File: config.mk
export PLATFORM = sky130hd
export DESIGN_NAME = j7s_arith
export DESIGN_NICKNAME = d
export VERILOG_FILES = /design/src/sv/j7s_pkg.sv /design/src/sv/j7s_arith.sv
export SDC_FILE = /design/constraint.sdc
export NUM_CORES = 1
export LEC_CHECK = 0
export BUFFER_PORTS_ARGS = -buffer_cell sky130_fd_sc_hd__buf_2
export CORE_MARGIN = 4
export CORE_UTILIZATION = 65
export DETAILED_ROUTE_END_ITERATION = 12
export PLACE_DENSITY = 0.87
export SETUP_SLACK_MARGIN = 0.05
export SYNTH_ARGS = -nofsm -noshare
export SYNTH_HDL_FRONTEND = slang
export SYNTH_SLANG_ARGS = --single-unit
File: constraint.sdc
create_clock -name aclk -period 9 [get_ports aclk]
set_input_delay 1.8 -clock aclk [delete_from_list [all_inputs] [get_ports aclk]]
set_output_delay 1.8 -clock aclk [all_outputs]
set_load 0.1 [all_outputs]
File: src/sv/j7s_pkg.sv
`default_nettype none

package j7s_pkg;

    // Configuration port geometry.
    localparam int CFG_W     = 7;
    localparam int CFG_IDX_W = 2;

    typedef enum logic [CFG_IDX_W-1:0] {
        REG_X_SIZE = 2'd0,
        REG_Y_SIZE = 2'd1,
        REG_Z_SIZE = 2'd2
    } cfg_reg_t;

    typedef struct packed {
        logic [CFG_W-1:0] x;
        logic [CFG_W-1:0] y;
        logic [CFG_W-1:0] z;
    } size_cfg_t;

    // Token that travels beside the data of one window through the datapath.
    typedef struct packed {
        logic valid;
        logic block_end;
    } tok_t;

    // Neighbor weight 5461/65536 (about 1/12) and centre weight 32768/65536.
    localparam int                       WEIGHT_W     = 14;
    localparam logic signed [WEIGHT_W-1:0] WEIGHT     = 14'sd5461;
    localparam int                       CENTRE_SHIFT = 15;
    localparam int                       FRAC_BITS    = 16;
    localparam int                       ROUND_ADD    = 32768;

endpackage

`default_nettype wire

File: src/sv/j7s_arith.sv
`default_nettype none

module j7s_arith #(
    parameter int SAMPLE_BITS = 32
) (
    input  wire logic                   aclk,
    input  wire logic                   aresetn,
    input  wire j7s_pkg::tok_t          in_tok,
    output logic                        in_ready,
    input  wire logic [SAMPLE_BITS-1:0] tap_xp,
    input  wire logic [SAMPLE_BITS-1:0] tap_xm,
    input  wire logic [SAMPLE_BITS-1:0] tap_yp,
    input  wire logic [SAMPLE_BITS-1:0] tap_ym,
    input  wire logic [SAMPLE_BITS-1:0] tap_zp,
    input  wire logic [SAMPLE_BITS-1:0] tap_zm,
    input  wire logic [SAMPLE_BITS-1:0] tap_ctr,
    output logic                        m_valid,
    input  wire logic                   m_ready,
    output logic      [SAMPLE_BITS-1:0] m_smoothed,
    output logic                        m_block_end
);

    import j7s_pkg::*;

    localparam int SB   = SAMPLE_BITS;
    localparam int PAIR = SB + 1;
    localparam int SUMW = SB + 3;
    localparam int PW   = SUMW + WEIGHT_W;
    localparam int TW   = PW + 1;
    localparam int RW   = TW - FRAC_BITS;

    tok_t tok1_reg, tok2_reg, tok3_reg, tok4_reg;
    logic en1, en2, en3, en4;

    logic signed [PAIR-1:0] sx_reg, sy_reg, sz_reg;
    logic signed [PAIR-1:0] sx_next, sy_next, sz_next;
    logic signed [SB-1:0]   c1_reg, c2_reg, c3_reg;
    logic signed [SUMW-1:0] sum_reg, sum_next;
    logic signed [PW-1:0]   prod_reg, prod_next;
    logic signed [TW-1:0]   t_sum;
    logic        [RW-1:0]   q;
    logic                   ovf;
    logic        [SB-1:0]   res_reg, res_next;

    // Each stage loads when it is empty or when the one after it moves; the last moves on m_ready.
    assign en4      = !tok4_reg.valid || m_ready;
    assign en3      = !tok3_reg.valid || en4;
    assign en2      = !tok2_reg.valid || en3;
    assign en1      = !tok1_reg.valid || en2;
    assign in_ready = en1;

    assign sx_next  = {tap_xp[SB-1], tap_xp} + {tap_xm[SB-1], tap_xm};
    assign sy_next  = {tap_yp[SB-1], tap_yp} + {tap_ym[SB-1], tap_ym};
    assign sz_next  = {tap_zp[SB-1], tap_zp} + {tap_zm[SB-1], tap_zm};
    assign sum_next = SUMW'(sx_reg) + SUMW'(sy_reg) + SUMW'(sz_reg);
    assign prod_next = PW'(sum_reg) * PW'(WEIGHT);

    // An arithmetic right shift of the rounded sum is the floor division.
    assign t_sum = (TW'(c3_reg) <<< CENTRE_SHIFT) + TW'(prod_reg) + TW'(ROUND_ADD);
    assign q     = t_sum[TW-1:FRAC_BITS];
    assign ovf   = !(&q[RW-1:SB-1]) && (|q[RW-1:SB-1]);

    always_comb begin
        res_next = q[SB-1:0];
        if (ovf) begin
            res_next = q[RW-1] ? {1'b1, {(SB-1){1'b0}}} : {1'b0, {(SB-1){1'b1}}};
        end
    end

    always_ff @(posedge aclk) begin
        if (!aresetn) begin
            tok1_reg <= '0;
            tok2_reg <= '0;
            tok3_reg <= '0;
            tok4_reg <= '0;
        end else begin
            if (en1) begin
                tok1_reg <= in_tok;
            end
            if (en2) begin
                tok2_reg <= tok1_reg;
            end
            if (en3) begin
                tok3_reg <= tok2_reg;
            end
            if (en4) begin
                tok4_reg <= tok3_reg;
            end
        end
    end

    always_ff @(posedge aclk) begin
        if (en1) begin
            sx_reg <= sx_next;
            sy_reg <= sy_next;
            sz_reg <= sz_next;
            c1_reg <= tap_ctr;
        end
        if (en2) begin
            sum_reg <= sum_next;
            c2_reg  <= c1_reg;
        end
        if (en3) begin
            prod_reg <= prod_next;
            c3_reg   <= c2_reg;
        end
        if (en4) begin
            res_reg <= res_next;
        end
    end

    assign m_valid     = tok4_reg.valid;
    assign m_block_end = tok4_reg.block_end;
    assign m_smoothed  = res_reg;

    a_full_when_blocked: assert property (@(posedge aclk) disable iff (!aresetn)
        !in_ready |-> (tok1_reg.valid && tok2_reg.valid && tok3_reg.valid
                       && tok4_reg.valid && !m_ready))
        else $error("datapath blocks its input while a stage is empty");

endmodule

`default_nettype wire

; After elaboration in Yosys (flattened, before gate mapping)
; Index checks and enable logic that the tools add are counted.
[word_totals]
elab_cells = 39
out_inout_bits = 35
reg_bits = 319
input_bits = 229
[op_classes]
n_reduce_logical = 12
mul = 1
muxes = 2
n_addsub = 7
[op_table]
columns = operator, count
row1 = 32-bit by 32-bit adder with 33-bit output, 3
row2 = 32-bit two-way mux, 2
row3 = 47-bit by 49-bit adder with 50-bit output, 1
row4 = "50-bit by 17-bit adder with 50-bit output, second input constant", 1
row5 = "35-bit by 14-bit multiplier with 49-bit output, second input constant", 1
row6 = 34-bit by 33-bit adder with 35-bit output, 1
row7 = 33-bit by 33-bit adder with 34-bit output, 1
row8 = 1-bit logical NOT, 5
row9 = 1-bit logical OR, 4
row10 = 3-bit AND reduction, 1
row11 = 3-bit OR reduction, 1
row12 = 1-bit logical AND, 1

; Depth between registers and ports, before layout
[depth]
depth_word = 6
mapped_depth = 22
ltp_nobuf = 22

; Worst setup path after synthesis
; No wires, ideal clock.
[synth_timing]
kind = input -> output
startpoint = input m_ready
endpoint = output in_ready
path_slack_ps = 1498
path_buffers = 2
t_required_ps = 7200
arrival_time_ps = 5702
path_stages = 5
path_cell_list = nor2b_1 > clkbuf_1 > and3_1 > clkbuf_1 > nand2_1
[synth_between]
elab_chain_cells = 4
[synth_lines]
columns = element, line
row1 = from (decl), j7s_arith.sv:18  ; input wire logic m_ready,
row2 = 1-bit logical OR, j7s_arith.sv:46  ; assign en4 = !tok4_reg.valid || m_ready;
row3 = 1-bit logical OR, j7s_arith.sv:47  ; assign en3 = !tok3_reg.valid || en4;
row4 = 1-bit logical OR, j7s_arith.sv:48  ; assign en2 = !tok2_reg.valid || en3;
row5 = 1-bit logical OR, j7s_arith.sv:49  ; assign en1 = !tok1_reg.valid || en2;
row6 = to (decl), j7s_arith.sv:9  ; output logic in_ready,
; Every way passes these cells.

; Worst setup path after layout
[layout_timing]
startpoint = register sum_reg[8]
endpoint = register prod_reg[48], data pin
[layout_between]
elab_chain_cells = 1
[layout_lines]
columns = element, line
row1 = from (decl), j7s_arith.sv:38  ; logic signed [SUMW-1:0] sum_reg, sum_next;
row2 = from (signal assigned), j7s_arith.sv:100  ; sum_reg <= sum_next;
row3 = 35-bit by 14-bit multiplier with 49-bit output, j7s_arith.sv:56  ; assign prod_next = PW'(sum_reg) * PW'(WEIGHT);
row4 = net prod_next[48], j7s_arith.sv:39  ; logic signed [PW-1:0] prod_reg, prod_next;
row5 = to (signal assigned), j7s_arith.sv:104  ; prod_reg <= prod_next;
row6 = to (decl), j7s_arith.sv:39
; The timed path passes the listed nets, and every way through them passes these cells.
; A chain may end at the register's enable or synchronous reset.

==> out/results.ini <==
[global_route]
gr-usage-all-layers_pct=27.9
grt_pass1_wl_um=99800
grt_max_degree=82
antenna_found_initial=0
grt_pass1_vias=19851
overflow=0

[timing]
setup_viol=0
fin_crit_sh_pct=71.3
hold_viol=0
finalSetupTns_ns=0
rsz0062_at_grt=no
timing.fmax_mhz=156
slew_violations=0
fin_skew_ns=0.0242
fin_crit_ns=6.42
tightest_slew_ns=1.30
relSlewSlack_pct=13.4

[cts]
cts_setup_buffers=0
clk_latency_ns=0.54
hold_buffers=0
path_clk_slew_ns=0.06
cts_tree=built
numClockSinks=304
cts_max_level=2
numCtsBuffers=34
clock_path_buffers=3
cts_root_buffer=clkbuf_16
ctsResizeCount=0

[logic_synthesis]
syn-num-nets=3176
synth_cells=2341
synthFlopType=edfxtp_1
async_flop_share_pct=0
ys_top_cells_by_area=edfxtp_1 (33%), ha_1 (19%), fa_1 (16%)
synth-seq-cells=304
ys_seq_area_share_pct=34.1
yosysWarnings=0
yosysTopAreaCell=edfxtp_1
yosysUniqueCellTypes=74
synth_top_area_share_pct=33.5
synth_area_mm2=0.0265
synth.avg_cell_area_um2=11.3
synth_enable_flop_cells=296

[floorplan]
die_w_um=210
rows=73
initial_core_util_pct=66.3
fp.dieH_um=210
core_area_mm2=0.0400
io-pin-count=264
die_area_mm2=0.0441

[detailed_routing]
post_drt_wl_per_cell_um=19.2
vias_per_cell=5.85
drt-initial-drc-count=1472
drcViolationCount=0
postRouteAntennaNets=0
drtPass1Iterations=6
via_count=18575
drt-total-wl_um=61100

[placed_design]
gp_congestion=0.955
hpwl_um=49000
io_buffers=263

[layout]
largest_reg_flops=35
num_antenna_cells=0
layout_commonest_cell=ha_1
drive_above_1_share_pct=14.8
area_growth_pct=11.5
most-common-layout-cells=ha_1 (393), inv_1 (358), edfxtp_1 (296), buf_2 (263), fa_1 (213)
nets=3460

[critical_path]
cp-endpoint=prod_reg[48]
r2r-end=prod_reg[48]
crit_type=flip-flop to flip-flop
setup.worst_path.start_class=flip-flop
worst-r2r-setup-slack_ns=2.58
r2r_cells=18
r2r_start=sum_reg[8]
crit_start=sum_reg[8]
endpoint_kind=flip-flop
cp.arrival_ns=6.68
cp_max_fo=5
required_ns=9.26

[run_status]
status=complete, no violations

[min_path]
hold_class=flip-flop to flip-flop

[flow_run]
drv_cap=0

==> logic make-up (layout without fill, tap and decap cells) <==
group	after synthesis	count (layout)	share of synthesized area [%]
adders and majority gates	606	606	34.6
AOI/OAI and AO/OA	526	526	13.4
buffers and inverters	380	687	5.56
and+or+nand+nor	353	353	6.63
DFF	304	304	34.1
xor gates and xnor gates	170	170	5.64
muxes	2	2	0.0801
==> metrics by stage <==
stage	area, um^2	worst slack [ns]	utilization (%)	instances	hold WS (ns)
6_report	29600	2.58	74.0	3173	0.414
5_1_grt	29600	2.26	74.0	3173	0.421
4_1_cts	29600	2.66	74.0	3173	0.417
3_5_place_dp	28500	2.71	71.1	3114	0.406
3_3_place_gp	28500	2.78	71.1	3114	0.402
2_1_floorplan	26500	1.50	-	2341	0.400
==> worst min path at each step <==
stage | from | end | slack [ns] | cells past startpoint
after global routing | c2_reg[22] | c3_reg[22] | 0.42 | 0
after floorplan | c1_reg[0] | c2_reg[0] | 0.40 | 0
after detailed placement | c2_reg[7] | c3_reg[7] | 0.41 | 0
final | c2_reg[22] | c3_reg[22] | 0.41 | 0
after CTS | c2_reg[22] | c3_reg[22] | 0.42 | 0
after global placement | c1_reg[10] | c2_reg[10] | 0.40 | 0
==> synth_stat cells (all sizes together), types with 8 or more instances <==
cell / instances
xor2: 55
nand4: 17
xnor2: 115
a21o: 91
nor3: 31
nor2b: 29
o211ai: 10
and2: 8
nor2: 81
dfxtp: 8
inv: 359
edfxtp: 296
a211o: 8
o21bai: 21
a21oi: 158
nand2: 79
clkbuf: 12
ha: 393
nand2b: 36
nand3: 31
fa: 213
buf: 9
a31oi: 16
and3: 14
a21boi: 10
a211oi: 12
o21ai: 129
o21a: 26
==> metal layers <==
| layer | global-route usage, % | part of all wire, % |
|---|---|---|
| met2 | 49.6 | 50 |
| met3 | 3.45 | 5.5 |
| met5 | 0 | 0 |
| met4 | 7.56 | 2.7 |
| met1 | 36.5 | 42 |
==> layout make-up <==
cell class | count | area (um^2)
multi-input combinational | 1657 | 16000
fill | 2784 | 10400
sequential | 304 | 9050
timing repair buffer | 269 | 1360
inverter | 359 | 1350
clock buffer | 43 | 968
tap | 525 | 657
clock inverter | 16 | 164
==> critical path: stages (launching register included) <==
cell and delay [ns]:
edfxtp_1 0.54, ha_1 0.37, ha_1 0.31, fa_1 0.54
fa_1 0.55, fa_1 0.58, fa_1 0.44, ha_1 0.39
a21oi_1 0.18, o21ai_0 0.13, o21ai_0 0.21, o211ai_1 0.15
a211oi_1 0.42, o31ai_1 0.22, and3_1 0.26, nor2_1 0.21
nor3_1 0.09, a2111oi_1 0.42, xnor2_1 0.12
Power is not shown: default switching activity piles up to over one toggle a cycle in this logic, so the estimate is an artifact.
